--- src/rtl/ecv_pkg.sv ---
package ecv_pkg;

    localparam int unsigned WidthW   = 16;
    localparam int unsigned CountW   = 8;
    localparam int unsigned SilenceW = 16;
    localparam int unsigned CfgIdxW  = 2;
    localparam int unsigned CfgDataW = 16;

    localparam logic [CountW-1:0]   ErrThrReset  = 8'd10;
    localparam logic [SilenceW-1:0] SilThrReset  = 16'd1000;
    localparam logic [CountW-1:0]   CountMax     = 8'd255;
    localparam logic [SilenceW-1:0] SilenceMax   = 16'd65535;

    localparam logic [CfgIdxW-1:0] RegErrThr = 2'd0;
    localparam logic [CfgIdxW-1:0] RegSilThr = 2'd1;

    localparam logic [1:0] FuncTick    = 2'd0;
    localparam logic [1:0] FuncCapture = 2'd1;
    localparam logic [1:0] FuncAck     = 2'd2;

    localparam logic [2:0] StNone     = 3'd0;
    localparam logic [2:0] StOverflow = 3'd1;
    localparam logic [2:0] StNoTrig   = 3'd2;
    localparam logic [2:0] StStored   = 3'd3;
    localparam logic [2:0] StDropped  = 3'd4;
    localparam logic [2:0] StNoCc3    = 3'd5;

    typedef struct packed {
        logic [1:0]        func;
        logic              cc3_flag;
        logic              trigger_seen;
        logic              overflow_seen;
        logic [WidthW-1:0] capture_value;
    } ecv_in_t;

    typedef struct packed {
        logic [2:0]        status;
        logic [WidthW-1:0] pulse_width;
        logic              measurement_ready;
        logic              overflow_error;
        logic              no_trigger_error;
        logic              sensor_silent;
    } ecv_out_t;

    typedef enum logic [1:0] {
        OP_NOP     = 2'd0,
        OP_TICK    = 2'd1,
        OP_CAPTURE = 2'd2,
        OP_ACK     = 2'd3
    } ecv_op_t;

    typedef enum logic [1:0] {
        CLS_NOCC3  = 2'd0,
        CLS_NOTRIG = 2'd1,
        CLS_OVF    = 2'd2,
        CLS_GOOD   = 2'd3
    } ecv_cls_t;

    typedef struct packed {
        ecv_op_t           op;
        ecv_cls_t          cls;
        logic [WidthW-1:0] width;
    } ecv_cmd_t;

endpackage

--- src/rtl/ecv_front.sv ---
module ecv_front (
    input  logic             in_valid,
    output logic             in_ready,
    input  ecv_pkg::ecv_in_t in_data,
    output logic             push,
    output ecv_pkg::ecv_cmd_t cmd,
    input  logic             q_full
);
    import ecv_pkg::*;

    assign in_ready = !q_full;
    assign push     = in_valid && !q_full;

    always_comb
    begin
        cmd.width = in_data.capture_value;
        cmd.op    = OP_NOP;
        unique case (in_data.func)
            FuncTick:    cmd.op = OP_TICK;
            FuncCapture: cmd.op = OP_CAPTURE;
            FuncAck:     cmd.op = OP_ACK;
            default:     cmd.op = OP_NOP;
        endcase
        if (!in_data.cc3_flag)
            cmd.cls = CLS_NOCC3;
        else if (!in_data.trigger_seen)
            cmd.cls = CLS_NOTRIG;
        else if (in_data.overflow_seen)
            cmd.cls = CLS_OVF;
        else
            cmd.cls = CLS_GOOD;
    end

endmodule

--- src/rtl/ecv_queue.sv ---
module ecv_queue #(
    parameter int unsigned DEPTH = 2
) (
    input  logic              clk,
    input  logic              rst_n,
    input  logic              push,
    input  ecv_pkg::ecv_cmd_t push_cmd,
    output logic              full,
    input  logic              pop,
    output logic              q_valid,
    output ecv_pkg::ecv_cmd_t head
);
    import ecv_pkg::*;

    localparam int unsigned PtrW = (DEPTH > 1) ? $clog2(DEPTH) : 1;
    localparam int unsigned CntW = $clog2(DEPTH + 1);
    localparam logic [PtrW-1:0] LastPtr = PtrW'(DEPTH - 1);
    localparam logic [CntW-1:0] FullCnt = CntW'(DEPTH);

    ecv_cmd_t        mem_reg [DEPTH];
    logic [PtrW-1:0] wr_ptr_reg, wr_ptr_next;
    logic [PtrW-1:0] rd_ptr_reg, rd_ptr_next;
    logic [CntW-1:0] count_reg, count_next;

    assign full    = (count_reg == FullCnt);
    assign q_valid = (count_reg != '0);
    assign head    = mem_reg[rd_ptr_reg];

    always_comb
    begin
        wr_ptr_next = wr_ptr_reg;
        rd_ptr_next = rd_ptr_reg;
        count_next  = count_reg;
        if (push)
            wr_ptr_next = (wr_ptr_reg == LastPtr) ? '0 : wr_ptr_reg + 1'b1;
        if (pop)
            rd_ptr_next = (rd_ptr_reg == LastPtr) ? '0 : rd_ptr_reg + 1'b1;
        if (push && !pop)
            count_next = count_reg + 1'b1;
        else if (pop && !push)
            count_next = count_reg - 1'b1;
    end

    always_ff @(posedge clk or negedge rst_n)
    begin
        if (!rst_n)
        begin
            wr_ptr_reg <= '0;
            rd_ptr_reg <= '0;
            count_reg  <= '0;
        end
        else
        begin
            wr_ptr_reg <= wr_ptr_next;
            rd_ptr_reg <= rd_ptr_next;
            count_reg  <= count_next;
        end
    end

    always_ff @(posedge clk)
    begin
        if (push)
            mem_reg[wr_ptr_reg] <= push_cmd;
    end

endmodule

--- src/rtl/ecv_back.sv ---
module ecv_back (
    input  logic                            clk,
    input  logic                            rst_n,
    input  logic                            cfg_valid,
    input  logic [ecv_pkg::CfgIdxW-1:0]     cfg_index,
    input  logic [ecv_pkg::CfgDataW-1:0]    cfg_data,
    input  logic                            q_valid,
    input  ecv_pkg::ecv_cmd_t               head,
    output logic                            pop,
    output logic                            out_valid,
    input  logic                            out_ready,
    output ecv_pkg::ecv_out_t               out_data
);
    import ecv_pkg::*;

    logic [CountW-1:0]   err_thr_reg;
    logic [SilenceW-1:0] sil_thr_reg;

    logic [WidthW-1:0]   width_reg, width_next;
    logic                rdy_reg, rdy_next;
    logic [2:0]          status_reg, status_next;
    logic [CountW-1:0]   ovf_cnt_reg, ovf_cnt_next;
    logic [CountW-1:0]   nt_cnt_reg, nt_cnt_next;
    logic [CountW-1:0]   good_cnt_reg, good_cnt_next;
    logic [SilenceW-1:0] sil_cnt_reg, sil_cnt_next;
    logic                ovf_err_reg, ovf_err_next;
    logic                nt_err_reg, nt_err_next;
    logic                silent_reg, silent_next;

    logic                out_valid_reg;
    ecv_out_t            out_data_reg;

    assign pop       = q_valid && (!out_valid_reg || out_ready);
    assign out_valid = out_valid_reg;
    assign out_data  = out_data_reg;

    always_comb
    begin
        width_next    = width_reg;
        rdy_next      = rdy_reg;
        status_next   = status_reg;
        ovf_cnt_next  = ovf_cnt_reg;
        nt_cnt_next   = nt_cnt_reg;
        good_cnt_next = good_cnt_reg;
        sil_cnt_next  = sil_cnt_reg;
        ovf_err_next  = ovf_err_reg;
        nt_err_next   = nt_err_reg;
        silent_next   = silent_reg;
        unique case (head.op)
            OP_TICK:
            begin
                if (sil_cnt_reg != SilenceMax)
                    sil_cnt_next = sil_cnt_reg + 1'b1;
                if (sil_cnt_next >= sil_thr_reg)
                    silent_next = 1'b1;
            end
            OP_ACK:
                rdy_next = 1'b0;
            OP_CAPTURE:
            begin
                if (head.cls == CLS_NOCC3)
                    status_next = StNoCc3;
                else
                begin
                    sil_cnt_next = '0;
                    silent_next  = 1'b0;
                    unique case (head.cls)
                        CLS_NOTRIG:
                        begin
                            status_next = StNoTrig;
                            if (nt_cnt_reg != CountMax)
                                nt_cnt_next = nt_cnt_reg + 1'b1;
                            if (nt_cnt_next >= err_thr_reg)
                            begin
                                good_cnt_next = '0;
                                nt_err_next   = 1'b1;
                            end
                        end
                        CLS_OVF:
                        begin
                            status_next = StOverflow;
                            if (ovf_cnt_reg != CountMax)
                                ovf_cnt_next = ovf_cnt_reg + 1'b1;
                            if (ovf_cnt_next >= err_thr_reg)
                            begin
                                good_cnt_next = '0;
                                ovf_err_next  = 1'b1;
                            end
                        end
                        default:
                        begin
                            if (!rdy_reg)
                            begin
                                width_next  = head.width;
                                rdy_next    = 1'b1;
                                status_next = StStored;
                            end
                            else
                                status_next = StDropped;
                        end
                    endcase
                    if (good_cnt_next != CountMax)
                        good_cnt_next = good_cnt_next + 1'b1;
                    if (good_cnt_next >= err_thr_reg)
                    begin
                        ovf_cnt_next = '0;
                        nt_cnt_next  = '0;
                        ovf_err_next = 1'b0;
                        nt_err_next  = 1'b0;
                    end
                end
            end
            default:
            begin
            end
        endcase
    end

    always_ff @(posedge clk or negedge rst_n)
    begin
        if (!rst_n)
        begin
            err_thr_reg  <= ErrThrReset;
            sil_thr_reg  <= SilThrReset;
            width_reg    <= '0;
            rdy_reg      <= 1'b0;
            status_reg   <= StNone;
            ovf_cnt_reg  <= '0;
            nt_cnt_reg   <= '0;
            good_cnt_reg <= '0;
            sil_cnt_reg  <= '0;
            ovf_err_reg  <= 1'b0;
            nt_err_reg   <= 1'b0;
            silent_reg   <= 1'b0;
            out_valid_reg <= 1'b0;
        end
        else
        begin
            if (cfg_valid)
            begin
                if (cfg_index == RegErrThr)
                    err_thr_reg <= cfg_data[CountW-1:0];
                else if (cfg_index == RegSilThr)
                    sil_thr_reg <= cfg_data[SilenceW-1:0];
            end
            if (pop)
            begin
                width_reg    <= width_next;
                rdy_reg      <= rdy_next;
                status_reg   <= status_next;
                ovf_cnt_reg  <= ovf_cnt_next;
                nt_cnt_reg   <= nt_cnt_next;
                good_cnt_reg <= good_cnt_next;
                sil_cnt_reg  <= sil_cnt_next;
                ovf_err_reg  <= ovf_err_next;
                nt_err_reg   <= nt_err_next;
                silent_reg   <= silent_next;
                out_valid_reg <= 1'b1;
            end
            else if (out_ready)
                out_valid_reg <= 1'b0;
        end
    end

    always_ff @(posedge clk)
    begin
        if (pop)
        begin
            out_data_reg.status            <= status_next;
            out_data_reg.pulse_width       <= width_next;
            out_data_reg.measurement_ready <= rdy_next;
            out_data_reg.overflow_error    <= ovf_err_next;
            out_data_reg.no_trigger_error  <= nt_err_next;
            out_data_reg.sensor_silent     <= silent_next;
        end
    end

endmodule

--- src/rtl/echo_capture_validator.sv ---
// Echo capture validator.
// Input channel (in_valid/in_ready/in_data): one word per tick, capture event
// or acknowledge. Every accepted word yields exactly one output word
// (out_valid/out_ready/out_data) with the event status, the latched pulse
// width, the ready bit and the three error flags.
// Config channel (cfg_valid/cfg_ready/cfg_index/cfg_data): index 0 is the
// 8-bit error threshold, index 1 the 16-bit silence threshold; other indexes
// are ignored. cfg_ready is always high; write only while the block is idle.
// An accepted word is written into the queue; the back end pops it when the
// output word is empty or being taken and registers the result on out_data.
// Throughput is one word per cycle while out_ready stays high.
// A queue of QUEUE_DEPTH commands sits between the decoder and the back end;
// in_ready drops only when that queue is full.
// Reset clears all counters, flags and the latched width, restores the
// thresholds to 10 and 1000, and empties the queue and the output register.
// When the receiver stalls, the output word holds, the queue fills, and then
// in_ready goes low until out_ready returns.
module echo_capture_validator #(
    parameter int unsigned QUEUE_DEPTH = 2
) (
    input  logic                          clk,
    input  logic                          rst_n,
    input  logic                          in_valid,
    output logic                          in_ready,
    input  ecv_pkg::ecv_in_t              in_data,
    output logic                          out_valid,
    input  logic                          out_ready,
    output ecv_pkg::ecv_out_t             out_data,
    input  logic                          cfg_valid,
    output logic                          cfg_ready,
    input  logic [ecv_pkg::CfgIdxW-1:0]   cfg_index,
    input  logic [ecv_pkg::CfgDataW-1:0]  cfg_data
);
    import ecv_pkg::*;

    logic     push;
    logic     pop;
    logic     q_full;
    logic     q_valid;
    ecv_cmd_t cmd;
    ecv_cmd_t head;

    assign cfg_ready = 1'b1;

    ecv_front u_front (
        .in_valid (in_valid),
        .in_ready (in_ready),
        .in_data  (in_data),
        .push     (push),
        .cmd      (cmd),
        .q_full   (q_full)
    );

    ecv_queue #(
        .DEPTH (QUEUE_DEPTH)
    ) u_queue (
        .clk      (clk),
        .rst_n    (rst_n),
        .push     (push),
        .push_cmd (cmd),
        .full     (q_full),
        .pop      (pop),
        .q_valid  (q_valid),
        .head     (head)
    );

    ecv_back u_back (
        .clk       (clk),
        .rst_n     (rst_n),
        .cfg_valid (cfg_valid),
        .cfg_index (cfg_index),
        .cfg_data  (cfg_data),
        .q_valid   (q_valid),
        .head      (head),
        .pop       (pop),
        .out_valid (out_valid),
        .out_ready (out_ready),
        .out_data  (out_data)
    );

endmodule

--- config.mk ---
export PLATFORM = sky130hd
export DESIGN_NAME = echo_capture_validator
export DESIGN_NICKNAME = d
export VERILOG_FILES = /design/src/rtl/ecv_pkg.sv /design/src/rtl/ecv_front.sv /design/src/rtl/ecv_queue.sv /design/src/rtl/ecv_back.sv /design/src/rtl/echo_capture_validator.sv
export SDC_FILE = /design/constraint.sdc
export NUM_CORES = 1
export LEC_CHECK = 0
export BUFFER_PORTS_ARGS = -buffer_cell sky130_fd_sc_hd__buf_2
export CAP_MARGIN = 20
export CORE_AREA = 2 2 114 144
export DETAILED_ROUTE_END_ITERATION = 7
export DIE_AREA = 0 0 116 146
export HOLD_SLACK_MARGIN = 0.02
export PLACE_DENSITY = 0.81
export SYNTH_ARGS = -nofsm -noshare
export SYNTH_HDL_FRONTEND = slang
export SYNTH_SLANG_ARGS = --single-unit
--- constraint.sdc ---
create_clock -name clk -period 12.7 [get_ports clk]
set_input_delay 3.175 -clock clk [delete_from_list [all_inputs] [get_ports clk]]
set_output_delay 3.175 -clock clk [all_outputs]
set_load 0.005 [all_outputs]
== After elaboration in Yosys (flattened, before gate mapping) ==
Memory sizes are Yosys's and may differ from the RTL's.
Cells that the tools add are included.

* Register bits after elaboration: 115
* RAM bits: 40
* Bits of input ports: 44
* Output and inout port bits: 26
* Logic and storage cells: 136
* Memories kept: 1

* Add/sub/neg operators: 8
* $lt $le $gt $ge: 4
* Equal/unequal tests: 14
* Muxes and demuxes: 60
* Bitwise logic cells: 2
* Reduce and logical (&&, ||, !) cells: 25

{| class="wikitable"
|+ Memory list
! name !! words !! width !! read ports !! clocked after Yosys merged registers in !! wr ports !! RTL line !! text
|-
| u_queue.mem_reg || 2 || 20 || 1 || 0 || 1 || ecv_queue.sv:20 || <nowiki>ecv_cmd_t mem_reg [DEPTH];</nowiki>
|}

{| class="wikitable"
|+ Operators by type and width
! operator !! number
|-
| $mux 8 || 19
|-
| $mux 16 || 7
|-
| $pmux 16 s2 || 1
|-
| $add 8x1->8 const B || 3
|-
| $ge 8x8->1 || 3
|-
| $ne 8x8->1 const B || 3
|-
| $mux 1 || 21
|-
| $add 16x1->16 const B || 1
|-
| $ge 16x16->1 || 1
|-
| $ne 16x16->1 const B || 1
|-
| $pmux 8 s2 || 1
|-
| $reduce_bool 2->1 || 6
|-
| $eq 2x2->1 const B || 5
|-
| $mux 3 || 3
|-
| $reduce_and 3->1 || 3
|-
| $eq 2x1->1 const B || 4
|-
| $mux 2 || 4
|-
| $reduce_and 4->1 || 2
|-
| $logic_not 2->1 || 3
|-
| $pmux 2 s3 || 1
|-
| $pmux 3 s2 || 1
|-
| $logic_and 1x1->1 || 4
|-
| $logic_not 1->1 || 4
|-
| $pmux 1 s2 || 2
|-
| other kinds (8) || 10
|}

== Depth between registers and ports, before layout ==
Gate-level depths: netlist (run 1).

* Depth after elaboration: 18
* Mapped depth: 30
* Depth with buffers taken out: 25

== Hierarchy ==
Synthesis (run 1) repeated with hierarchy kept, for this count alone.

* Cells, all modules: 796
* Area total of the unflattened synthesis: 8535.7 µm²

{| class="wikitable"
|+ Modules (own cells, without submodules)
! module !! times used !! cells each !! area each (µm²) !! sequential area each (µm²)
|-
| ecv_back || 1 || 691 || 6632.6 || 2902.8
|-
| ecv_queue || 1 || 78 || 1709.1 || 1301.2
|-
| ecv_front || 1 || 25 || 182.7 || 0.0
|-
| echo_capture_validator || 1 || 2 || 11.3 || 0.0
|}

== Worst setup path before layout (run 1) ==
Ideal clock, no wire load.

* Kind: reg-to-reg
* Start: register u_back.ovf_cnt_reg[5]
* End: register u_back.ovf_cnt_reg[6]
* Setup time: 0.103 ns
* Data arrival time: 5.462 ns
* Data required time: 12.597 ns
* Path slack: 7.135 ns
* Stages on the path, launching flop included: 28
* Buffers on the path: 4
* Period minus slack after synthesis: 5.565 ns
* Path through: dfrtp_1 > and3_1 > and3_1 > a21oi_1 > and3_1 > xor2_1 > ha_1 > a211oi_1 > nor2_1 > a211oi_2 > a221oi_4 > buf_4 > nor2b_1 > ha_1 > nand3_1 > or4_1 > buf_2 > nand4_1 > xor2_1 > nor2_1 > ha_1 > a21o_1 > a2111oi_4 > o21ai_2 > and2_4 > buf_6 > buf_6 > o41ai_2

* Cells in the longest elaborated chain, start to end: 17
* Elaborated cells on any way between the ends: 21
* Classes of those cells: 2 x add/sub; 2 x order compare; 2 x eq/ne; 13 x mux; 2 x reduce/logical

{| class="wikitable"
|+ Ends and longest elaborated chain
! what !! RTL line !! text
|-
| from (decl) || ecv_back.sv:22 || <nowiki>logic [CountW-1:0] ovf_cnt_reg, ovf_cnt_next;</nowiki>
|-
| from (signal assigned) || ecv_back.sv:151 || <nowiki>ovf_cnt_reg <= ovf_cnt_next;</nowiki>
|-
| $add 8x1->8 / $ne 8x8->1 (equally long branches) || ecv_back.sv:83, ecv_back.sv:82 ||
|-
| $mux 8 (*) || ecv_back.sv:82 || <nowiki>if (ovf_cnt_reg != CountMax)</nowiki>
|-
| $mux 8 (*) || ecv_back.sv:67 || <nowiki>unique case (head.cls)</nowiki>
|-
| $mux 8 (*) || ecv_back.sv:61 || <nowiki>if (head.cls == CLS_NOCC3)</nowiki>
|-
| $mux 8 (*) || ecv_back.sv:49 || <nowiki>unique case (head.op)</nowiki>
|-
| $ge 8x8->1 || ecv_back.sv:84 || <nowiki>if (ovf_cnt_next >= err_thr_reg)</nowiki>
|-
| $mux 8 || ecv_back.sv:84 ||
|-
| $pmux 8 s2 || ecv_back.sv:67 ||
|-
| $mux 8 || ecv_back.sv:61 ||
|-
| $mux 8 || ecv_back.sv:49 ||
|-
| $add 8x1->8 / $ne 8x8->1 (equally long branches) || ecv_back.sv:103, ecv_back.sv:102 ||
|-
| $mux 8 || ecv_back.sv:102 || <nowiki>if (good_cnt_next != CountMax)</nowiki>
|-
| $mux 8 || ecv_back.sv:61 ||
|-
| $mux 8 || ecv_back.sv:49 ||
|-
| $ge 8x8->1 || ecv_back.sv:104 || <nowiki>if (good_cnt_next >= err_thr_reg)</nowiki>
|-
| $reduce_bool 2->1 (no source line) || n/a ||
|-
| $reduce_and 4->1 (no source line) || n/a ||
|}

Mark *: on every way between the ends. The rest lies on a longest branch, timed or not. The select of a mux whose other input is x is not followed.
A chain may end at the register's enable or synchronous reset.

== Worst setup path after layout (run 1) ==
* Start: register u_back.ovf_cnt_reg[4]
* End: register u_back.ovf_cnt_reg[1]

The elaborated chain is that of the path after synthesis.

==> flow_summary.toml, run 1 <==
[placed_design]
dp.cells = 1022
dp_slack_ns = 6.65
io_buffers = 68
hpwl_mm = 11.5
place.gp.congestion = 0.902

[worst_setup_path]
worst_path_max_delay_cell = "or4_1"
reg2reg_to = "u_back.ovf_cnt_reg[1]"
rrSetupSlack_ns = 6.55
crit_fanout = 19
setup.worst_path.start_class = "flip-flop"
critPathKind = "reg -> reg"
critPathMaxStageDelay_ns = 0.67
arrival_ns = 6.51
reg2reg_depth = 24
reg2reg_from = "u_back.ovf_cnt_reg[4]"
crit_required_ns = 13.06
worst_setup_path_end_kind = "flip-flop"
crit_chain = "and3_1 -> and3_1 -> a21oi_1 -> and3_1 -> xor2_1 -> ha_1 -> a211oi_1 -> nor2_1 -> a211oi_2 -> a221oi_4 -> nor2b_1 -> ha_1 -> nand3_1 -> or4_1 -> nand4_1 -> xor2_1 -> nor2_1 -> ha_1 -> a21o_1 -> a2111oi_4 -> o21ai_2 -> and2_4 -> nor3_4 -> a32o_1"

[floorplan]
start_util = 0.544
core-area_um2 = 15400
fp-row-count = 51
dieArea_um2 = 16900
die_y_um = 146
fp.dieW_um = 116
num_io_pins = 70

[drt]
vias_per_cell = 5.59
drc = 0
wl_per_cell_um = 16.1
wl_mm = 17.0
vias = 5902
antenna_left = 0
drt_iter0_drc = 420
dr.pass1.iters = 4

[hold_path]
hp-class = "reg -> reg"
whs_endpoint = "u_back.sil_thr_reg[10]"
holdPathStages = 1
min_from = "u_back.sil_thr_reg[10]"

[power]
powerDensity_nw_per_um2 = 220
peakVddDrop_uv = 148
power.leakage_nw = 4.26

[final_layout]
fin_cells = 1055
final_nets = 926
layout-drive-gt1-share = 0.221
largest_register_ffs = 40
syn_to_final_growth_pct = 13.2
diodes = 0
n_fill_cell = 1280

[sta]
post-route-period-util = 0.484
worst_pin_slew_ns = 1.04
finClkSkew_ns = 0.00931
setup-tns-final_ns = 0
fmax_mhz = 163
fin_crit_ns = 6.15
finalSetupViolations = 0
fin_ws_ns = 6.55
slew_headroom = 0.307
rsz0062_at_grt = "false"
drv_slew = 0
final_hold_viol_count = 0

[grt]
first_global_vias = 5864
grt_pass1_wl_mm = 28.1
grt_use_total = 0.211
antenna_found_initial = 0
overflow = 0
grt_max_degree = 64

[yosys]
ys_types = 74
synth-edff-count = 63
syn_area_per_cell_um2 = 10.9
synth_nets = 863
ys_seq_elements = 155
ys_seq_area_frac = 0.501
synth_area_um2 = 8390
synth_top_area_share = 0.250
yosys.area.top_type = "dfrtp_1"
post-synth-top-count-cell = "dfrtp_1"
ys_top_cells_by_count = "dfrtp_1 (84), nand2_1 (78), nor2_1 (64)"
synthArstFlopShare = 0.594
synth_warnings = 0
syn_inst = 767
synth-main-ff-cell = "dfrtp_1"
yosys-top-cells-area = "dfrtp_1 (25%), edfxtp_1 (23%), ha_1 (7.8%), mux2_2 (5.5%), nand2_1 (3.5%)"

[clocking]
cts_buffers = 17
cts_tree = "built"
cts.sinks = 155
cts_resized = 0
cts_hold_buf = 0
cts-root-buf = "clkbuf_16"
htreeDepth = 4
clock_latency_ns = 0.42
clk_pin_slew_ns = 0.07
cts_buffer_depth = 2
post_cts_buffers = 0

[status]
status = "complete, no violations"

[flow_run]
cap_violations = 0
## metal layers
| layer | share of wire | wire length [um] | track usage |
|---|---|---|---|
| met3 | 0.043 | 723 | 0.0471 |
| met2 | 0.51 | 8580 | 0.353 |
| met1 | 0.43 | 7350 | 0.272 |
| met4 | 0.019 | 315 | 0.0661 |
| met5 | 0 | 0 | 0 |
## critical path, delay by kind of cell (launching register included)
family | cells | cell delay [ns]
xor+xnor | 2 | 0.36
fa+ha+maj | 3 | 0.86
compound gates | 8 | 1.89
simple gates | 11 | 2.54
flops | 1 | 0.44
## placed cells by master (no fill, tap or decap), types with 10 or more instances in the layout
cell type	netlist	layout
a21oi_1	48	48
and3_1	15	15
buf_2	12	67
clkbuf_16	0	17
dfrtp_1	84	84
edfxtp_1	63	63
ha_1	52	52
inv_1	41	41
mux2_2	41	41
mux2i_1	28	28
nand2_1	78	78
nand2b_1	12	12
nand3_1	17	17
nor2_1	64	63
o21ai_0	31	31
xnor2_1	16	16
xor2_1	10	10
## per-stage QoR
step	total power, mW	hold WS (ns)	utilization	instance area, um^2
floorplan	1.38	0.447	-	8390
global placement	1.54	0.459	0.574	8870
detailed placement	1.57	0.475	0.574	8870
CTS	2.10	0.510	0.614	9480
global route	2.23	0.518	0.615	9500
finish	2.09	0.506	0.615	9500
## worst max-delay path by stage
| stage | startpoint | endpoint | depth (start not counted) | slack, ns |
|---|---|---|---|---|
| global route | u_back.ovf_cnt_reg[5] | u_back.nt_cnt_reg[1] | 23 | 5.96 |
| CTS | u_back.ovf_cnt_reg[4] | u_back.nt_cnt_reg[2] | 23 | 6.54 |
| detailed placement | u_back.ovf_cnt_reg[5] | u_back.ovf_cnt_reg[3] | 24 | 6.65 |
| finish | u_back.ovf_cnt_reg[4] | u_back.ovf_cnt_reg[1] | 24 | 6.55 |
| global placement | u_back.ovf_cnt_reg[5] | u_back.ovf_cnt_reg[1] | 24 | 6.77 |
| floorplan | u_back.ovf_cnt_reg[5] | u_back.ovf_cnt_reg[6] | 27 | 7.13 |
## report_power, final
part | switching [mW] | internal (mW) | total, mW
Sequential | 0.0980 | 0.705 | 0.803
Clock | 0.246 | 0.269 | 0.515
Combinational | 0.451 | 0.321 | 0.772
## final cells by class
type,count,area (um^2),share of cell area
clock buffers,17,425,0.0448
inverters,43,161,0.0170
multi-input cells,540,3870,0.407
clock inverters,15,189,0.0199
flip-flops and latches,155,4200,0.443
repair buffers,73,388,0.0408
well taps,212,265,0.0279
## kinds of logic after synthesis
family / synth area share
AND/OR/NAND/NOR: 0.143
flip-flops: 0.501
AO/OA/AOI/OAI: 0.118
multiplexers: 0.0930
buffers and inverters: 0.0398
adder cells (fa/ha/maj): 0.0775
XOR/XNOR: 0.0271
other: 0.000447
Note: power is estimated with default switching activity, not from simulation.
==> run 2, diff against run 1 <==
Clock period 12.7 ns to 6.4 ns, I/O delays scaled along.
==> flow_summary.toml, run 2 (synthesized netlist as in run 1, its figures left out) <==
[status]
status = "complete, no violations"

[sta]
fin_crit_ns = 5.88
fin_ws_ns = 0.518
setup-tns-final_ns = 0
final_hold_viol_count = 0
finClkSkew_ns = 0.00795
post-route-period-util = 0.919
fmax_mhz = 170
drv_slew = 0
rsz0062_at_grt = "false"
slew_headroom = 0.359
worst_pin_slew_ns = 0.962
finalSetupViolations = 0

[floorplan]
core-area_um2 = 15400
die_y_um = 146
fp-row-count = 51
start_util = 0.544
fp.dieW_um = 116
dieArea_um2 = 16900
num_io_pins = 70

[clocking]
cts-root-buf = "clkbuf_16"
clk_pin_slew_ns = 0.06
cts_buffers = 17
cts_tree = "built"
cts.sinks = 155
clock_latency_ns = 0.43
cts_buffer_depth = 2
htreeDepth = 4

[grt]
first_global_vias = 5818
overflow = 0
grt_pass1_wl_mm = 28.1
grt_use_total = 0.214
antenna_found_initial = 0
grt_max_degree = 54

[drt]
wl_per_cell_um = 16.0
wl_mm = 16.9
antenna_left = 0
dr.pass1.iters = 5
vias = 5938
drc = 0
drt_iter0_drc = 299
vias_per_cell = 5.61

[power]
power.leakage_nw = 4.26
peakVddDrop_uv = 319
powerDensity_nw_per_um2 = 436

[worst_setup_path]
rrSetupSlack_ns = 0.52
reg2reg_from = "u_back.ovf_cnt_reg[5]"
crit_start = "u_back.ovf_cnt_reg[5]"
worst_setup_path_end_kind = "flip-flop"
reg2reg_to = "u_back.ovf_cnt_reg[1]"
setup.worst_path.start_class = "flip-flop"
reg2reg_depth = 24
crit_required_ns = 6.77
critPathKind = "reg -> reg"
crit_fanout = 15
arrival_ns = 6.25

[final_layout]
multi_input_area_um2 = 3870
largest_register_ffs = 40
mostFrequentLayoutCell = "dfrtp_1"
fin_area_um2 = 9510
final_nets = 929
layout-drive-gt1-share = 0.225
final_cell_mix = "dfrtp_1 (84), nand2_1 (78), buf_2 (67), nor2_1 (63), edfxtp_1 (63)"
diodes = 0
syn_to_final_growth_pct = 13.3
seq_area_um2 = 4200
n_fill_cell = 1258

[placed_design]
place.gp.congestion = 0.965
dp_slack_ns = 0.491
place_area_um2 = 8880
io_buffers = 68
hpwl_mm = 11.9

[hold_path]
min_from = "u_back.status_reg[2]"
whs_endpoint = "u_back.status_reg[2]"
holdPathStages = 2
hp-class = "reg -> reg"

[flow_run]
cap_violations = 0
[run 2: cell count changes in the layout (fill, tap and decap cells not counted), sizes merged]
cell,delta
bufinv,+2
buf,+3
clkinvlp,+3
clkbuf,+1
inv,-3
clkinv,-3
[run 2: worst max-delay path: stages (launching register included)]
cell and delay (ns):
dfrtp_1 0.43, and3_1 0.21, and3_1 0.22, a21oi_1 0.21
and3_1 0.24, xor2_1 0.20, ha_1 0.28, a211oi_1 0.26
nor2_1 0.10, a211oi_2 0.33, a221oi_4 0.12, nor2b_1 0.14
ha_1 0.25, nand3_1 0.16, or4_4 0.58, nand4_1 0.18
xor2_1 0.15, nor2_1 0.05, ha_1 0.29, a21o_1 0.19
a2111oi_4 0.40, o21ai_2 0.10, and2_4 0.22, nor3_4 0.29
a32o_1 0.20
[run 2: final cells by class]
cell class	instances	area share
Sequential cell	155	0.442
Multi-Input combinational cell	540	0.407
Clock buffer	18	0.0451
Timing Repair Buffer	76	0.0439
Tap cell	212	0.0279
Clock inverter	14	0.0171
Inverter	43	0.0170
[run 2: repair_timing]
item                                    in CTS  in global routing
setup buffers                                0                  0
gates resized for setup                      0                  2
endpoints found under the setup margin       0                  7
hold buffers                                 0                  0
[run 2: layer usage]
| metal | vias to the layer above | wire length (um) | global-route usage |
|---|---|---|---|
| met1 | 2879 | 7130 | 0.264 |
| met3 | 30 | 977 | 0.0612 |
| li1 | 2881 | - | - |
| met4 | 0 | 379 | 0.0732 |
| met2 | 148 | 8450 | 0.359 |
| met5 | - | 0 | 0 |
[run 2: where the power goes]
part	switching, mW	internal, mW	leakage [nW]
registers	0.201	1.40	1.72
logic	0.889	0.650	2.26
clock network	0.429	0.584	0.282
[run 2: worst max path at each step]
stage,endpoint,depth (start not counted)
after floorplan,u_back.ovf_cnt_reg[6],27
after global placement,u_back.ovf_cnt_reg[1],24
after detailed placement,u_back.ovf_cnt_reg[1],24
after CTS,u_back.ovf_cnt_reg[1],24
after global routing,u_back.ovf_cnt_reg[1],24
final,u_back.ovf_cnt_reg[1],24
[run 2: through the flow]
stage / instances / hold slack (ns) / util / total power [mW]
after floorplan: 767 / 0.447 / - / 2.73
after global placement: 1024 / 0.461 / 0.575 / 3.08
after detailed placement: 1024 / 0.482 / 0.575 / 3.13
after CTS: 1056 / 0.496 / 0.614 / 4.16
after global routing: 1058 / 0.515 / 0.616 / 4.43
final: 1058 / 0.494 / 0.616 / 4.15
